$ cat config.mk
export PLATFORM = sky130hd
export DESIGN_NAME = lpt_queue
export DESIGN_NICKNAME = d
export VERILOG_FILES = /design/src/sv/lpt_pkg.sv /design/src/sv/lpt_queue.sv
export SDC_FILE = /design/constraint.sdc
export NUM_CORES = 1
export LEC_CHECK = 0
export ABC_AREA = 1
export BUFFER_PORTS_ARGS = -buffer_cell sky130_fd_sc_hd__buf_2
export CAP_MARGIN = 20
export CELL_PAD_IN_SITES_DETAIL_PLACEMENT = 0
export CELL_PAD_IN_SITES_GLOBAL_PLACEMENT = 1
export CORE_AREA = 3 3 170 172
export CTS_CLUSTER_SIZE = 30
export DETAILED_ROUTE_END_ITERATION = 16
export DIE_AREA = 0 0 173 175
export GPL_ROUTABILITY_DRIVEN = 0
export PLACE_DENSITY = 0.75
export SKIP_LAST_GASP = 1
export SLEW_MARGIN = 25
export SYNTH_ARGS = -nofsm -noshare
export SYNTH_HDL_FRONTEND = slang
export SYNTH_SLANG_ARGS = --single-unit
$ cat constraint.sdc
create_clock -name clock -period 6.6 [get_ports clock]
set_input_delay 0.99 -clock clock [delete_from_list [all_inputs] [get_ports clock]]
set_output_delay 0.99 -clock clock [all_outputs]
set_load 0.02 [all_outputs]
$ cat src/sv/lpt_pkg.sv
package lpt_pkg;

   localparam int CMD_BITS = 2;
   localparam int STATUS_BITS = 3;
   localparam int SLOT_BITS = 6;
   localparam int COUNT_BITS = 7;
   localparam int EXPIRE_BITS = 16;
   localparam int KEY_BITS = 64;
   localparam int NOW_BITS = 32;
   localparam logic [COUNT_BITS-1:0] COUNT_MAX = 7'd127;

   localparam logic [CMD_BITS-1:0] CMD_LOOKUP = 2'd0;
   localparam logic [CMD_BITS-1:0] CMD_CREATE = 2'd1;
   localparam logic [CMD_BITS-1:0] CMD_EXPIRE = 2'd2;
   localparam logic [CMD_BITS-1:0] CMD_CLEAR = 2'd3;

   localparam logic [STATUS_BITS-1:0] ST_HIT = 3'd0;
   localparam logic [STATUS_BITS-1:0] ST_CREATED = 3'd1;
   localparam logic [STATUS_BITS-1:0] ST_NOT_FOUND = 3'd2;
   localparam logic [STATUS_BITS-1:0] ST_FULL = 3'd3;
   localparam logic [STATUS_BITS-1:0] ST_DONE = 3'd4;

   localparam logic [0:0] CSR_CAPACITY = 1'b0;
   localparam logic [0:0] CSR_EXPIRE = 1'b1;

   typedef struct packed {
      logic [CMD_BITS-1:0] command;
      logic [KEY_BITS-1:0] address_high;
      logic [KEY_BITS-1:0] address_low;
      logic [NOW_BITS-1:0] now;
   } req_type;

   typedef struct packed {
      logic [STATUS_BITS-1:0] status;
      logic [SLOT_BITS-1:0] slot;
      logic [COUNT_BITS-1:0] removed_count;
   } rsp_type;

endpackage

$ cat src/sv/lpt_queue.sv
// Two-entry queue between the front end and the table engine.
module lpt_queue import lpt_pkg::*; (
   input  logic    clock,
   input  logic    reset,
   input  logic    req_valid,
   output logic    req_stall,
   input  req_type req_data,
   output logic    deq_valid,
   input  logic    deq_ready,
   output req_type deq_data
);
   req_type     entry_ff [2];
   logic [1:0]  count_ff, count_in;
   logic        rd_ptr_ff, rd_ptr_in, wr_ptr_ff, wr_ptr_in;
   logic        push, pop;

   assign req_stall = count_ff == 2'd2;
   assign push = req_valid && !req_stall;
   assign deq_valid = count_ff != 2'd0;
   assign pop = deq_valid && deq_ready;
   assign deq_data = entry_ff[rd_ptr_ff];

   always_comb begin
      count_in = count_ff + {1'b0, push} - {1'b0, pop};
      rd_ptr_in = rd_ptr_ff ^ pop;
      wr_ptr_in = wr_ptr_ff ^ push;
   end

   always_ff @(posedge clock) begin
      if (reset) begin
         count_ff <= 2'd0;
         rd_ptr_ff <= 1'b0;
         wr_ptr_ff <= 1'b0;
      end else begin
         count_ff <= count_in;
         rd_ptr_ff <= rd_ptr_in;
         wr_ptr_ff <= wr_ptr_in;
      end
      if (push) begin
         entry_ff[wr_ptr_ff] <= req_data;
      end
   end
endmodule

==> reports/metrics.cfg <==
[clock_network]
cts_max_level = 2
clk_path_buf_depth = 3
clkSinkCount = 328
clock_tree.root_cell = sky130_fd_sc_hd__clkbuf_16
cts_buffers = 35
cts_post_setup_buffers_inserted = 0
cts-hold-fix-buffers = 0
worstSkewPairLatency_ps = 500
postCtsResizedCells = 0
clk_pin_slew_ps = 60
tritoncts = built

[floorplan]
die_h_um = 175
dieArea_sq_um = 30300
initial_core_util_pct = 43.5
fp.coreArea_sq_um = 27600
pin_count = 330
num_rows = 61
die_span_x_um = 173

[placement]
placed_cell_areas_sq_um = 14000
detailed_place_hpwl_um = 15100
io_buffer_count = 329
place_ws_ps = 3380

[final_layout]
ff_latch_area_sq_um = 9810
num-nets-final = 1061
layout-area-overhead-vs-synth_pct = 25.6
drive_gt1_share_pct = 59.7
multi_input_combinational_cell_area_sq_um = 1970
fillers = 2242
final_area_sq_um = 15100
finalCoreUtilization_pct = 54.7

[yosys]
async_flop_share_pct = 0
synth_top_cells_by_area = sky130_fd_sc_hd__edfxtp_1, sky130_fd_sc_hd__mux2_2, sky130_fd_sc_hd__clkbuf_8, sky130_fd_sc_hd__dfxtp_1, sky130_fd_sc_hd__buf_6
cell_variety_after_synth = 12
edff_count_synth = 324
synth.cells.most_frequent = sky130_fd_sc_hd__edfxtp_1, sky130_fd_sc_hd__mux2_2, sky130_fd_sc_hd__clkbuf_8
synth_top_cell_area_share_pct = 80.9
synthMostInstantiatedCell = sky130_fd_sc_hd__edfxtp_1
fraction_of_synthesized_cell_area_in_xor_and_xnor_cells_pct = 0
post-synth-top-area-cell = sky130_fd_sc_hd__edfxtp_1
fraction_of_synthesized_area_in_multiplexers_pct = 15.2
synth-compound-area-share_pct = 0.0832
yosys_most_used_dff = sky130_fd_sc_hd__edfxtp_1
synth_fa_ha_area_share_pct = 0.416
yosysWarningCount = 0
ys_seq_area_share_pct = 81.6
ys_seq_elements = 328
basic_gate_share_of_the_synthesized_area_counting_and_or_nand_and_nor_cells_pct = 0.489
syn_nets = 709
post_synth_inst_count = 539
syn_avg_cell_area_sq_um = 22.3
syn-cell-area_sq_um = 12000
synth_top_family_by_area = multiplexers

[sta]
setup_viol = 0
final_period_minus_worst_setup_slack_ps = 3210
final.setup_skew_ps = 15.3
timing.final.ws_setup_ps = 3390
report.final.hold_viol_count = 0
grt_setup_unrepaired = no
totalNegativeSetupSlack_ps = 0
max_slew.worst_pin.slew_ps = 791
timing.max_slew.rel_slack_pct = 47.3
fmaxAchievable_mhz = 311
timing.final.max_slew_violations = 0
period_share_pct = 48.7

[global_routing]
globalRouteTotalUtil_pct = 15.0
grt_antenna_before_repair = 6
grt_start_max_net_pins = 114
grt_first_pass_wirelength_um = 35600
globalRouteOverflowTotal = 0
first_global_vias = 6382

[worst_setup_path]
cpLargestDelayFamily = flip-flops
worstSetupEndpointType = output port
critPathLaunchType = flip-flop
critPathMaxStageDelay_ps = 580
worstPathMaxFanout = 91
critical_path_buf_inv_count = 2
timing.setup.critical_path_class = reg -> out
cp_data_arrival_time_ps = 2220
critical-path-slowest-cell = sky130_fd_sc_hd__dfxtp_4
worstPathRequired_ps = 5610
cells_along_the_critical_path = buf_12 -> mux2_2 -> buf_2
timing.reg2reg.setup_slack_ps = 4170

[drt]
detail_route.iter0.violations = 371
route.antenna.remaining_nets = 0
via_per_inst = 4.74
wirelength_um = 23600
vias = 6140
detailedRoute.firstPassIterationCount = 7
detail_route.drc_violations = 0
drt-wirelength-per-cell_um = 18.2

[worst_hold_path]
worstHoldPathType = reg -> reg

[run]
maxCapViolations = 0

[power]
leakage_nw = 5.62
peakVddDrop_mv = 0.247
p_per_area_nw_per_um2 = 414
power.total_mw = 6.25

[run_status]
run_status = completed

placed cells by master (no fill, tap or decap), types with 5 or more instances in the layout:
cell,count
sky130_fd_sc_hd__clkbuf_16,35
sky130_fd_sc_hd__nor2_1,8
sky130_fd_sc_hd__buf_2,329
sky130_fd_sc_hd__mux2_2,162
sky130_fd_sc_hd__clkinv_2,7
sky130_fd_sc_hd__clkinv_1,6
sky130_fd_sc_hd__edfxtp_1,324
sky130_fd_sc_hd__nand2_1,5
sky130_fd_sc_hd__clkbuf_1,6
sky130_fd_sc_hd__inv_1,10
worst reg2reg max path: stages, from the launching register on:
cell	delay (ps)
sky130_fd_sc_hd__dfxtp_1	310
sky130_fd_sc_hd__inv_1	120
sky130_fd_sc_hd__o21ai_0	140
sky130_fd_sc_hd__inv_1	170
sky130_fd_sc_hd__ha_4	660
sky130_fd_sc_hd__buf_12	550
final cells by class:
type | instances | share of cell area (%)
flip-flops and latches | 328 | 65.0
well taps | 378 | 3.13
clock buffers | 41 | 5.95
inverters | 10 | 0.249
repair buffers | 333 | 11.5
multi-input cells | 183 | 13.0
clock inverters | 19 | 1.14
diodes | 3 | 0.0497
per-stage QoR:
step,hold WS [ps],std cells
after global routing,653,1295
after floorplan,532,539
after CTS,626,1291
final,613,1295
after detailed placement,616,1231
after global placement,584,1231
final timing paths:
| path | from | endpoint | cells after the start |
|---|---|---|---|
| min reg2reg | count_ff[1] | count_ff[1] | 3 |
| min | count_ff[1] | count_ff[1] | 3 |
| max reg2reg | count_ff[1] | entry_ff[1][120] | 5 |
| max | rd_ptr_ff | deq_data[94] | 3 |
registers in the layout (all words and copies together) (netlist names):
register,count
count_ff,2
wr_ptr_ff,1
entry_ff,324
rd_ptr_ff,1
logic make-up (layout without fill, tap and decap cells):
| group | count (synthesis) | in the layout |
|---|---|---|
| adders and majority gates | 4 | 4 |
| AOI/OAI and AO/OA | 2 | 2 |
| and+or+nand+nor | 15 | 15 |
| muxes | 162 | 162 |
| buffers and inverters | 28 | 403 |
| DFF | 328 | 328 |
| other | 0 | 3 |
report_power, final:
part,internal [mW],switching (mW),total (mW)
Combinational,0.620,1.01,1.63
Sequential,2.71,0.0858,2.79
Clock,1.09,0.740,1.83
Total,4.41,1.84,6.25
per-layer routing:
layer	vias to the layer above	share of wire (%)	GRT usage [%]
met3	53	8.5	5.19
met5	-	0.14	0
li1	2841	-	-
met2	244	49	24.7
met4	6	2.7	5.71
met1	2996	39	18.5
Note: power is estimated with default switching activity, not from simulation.
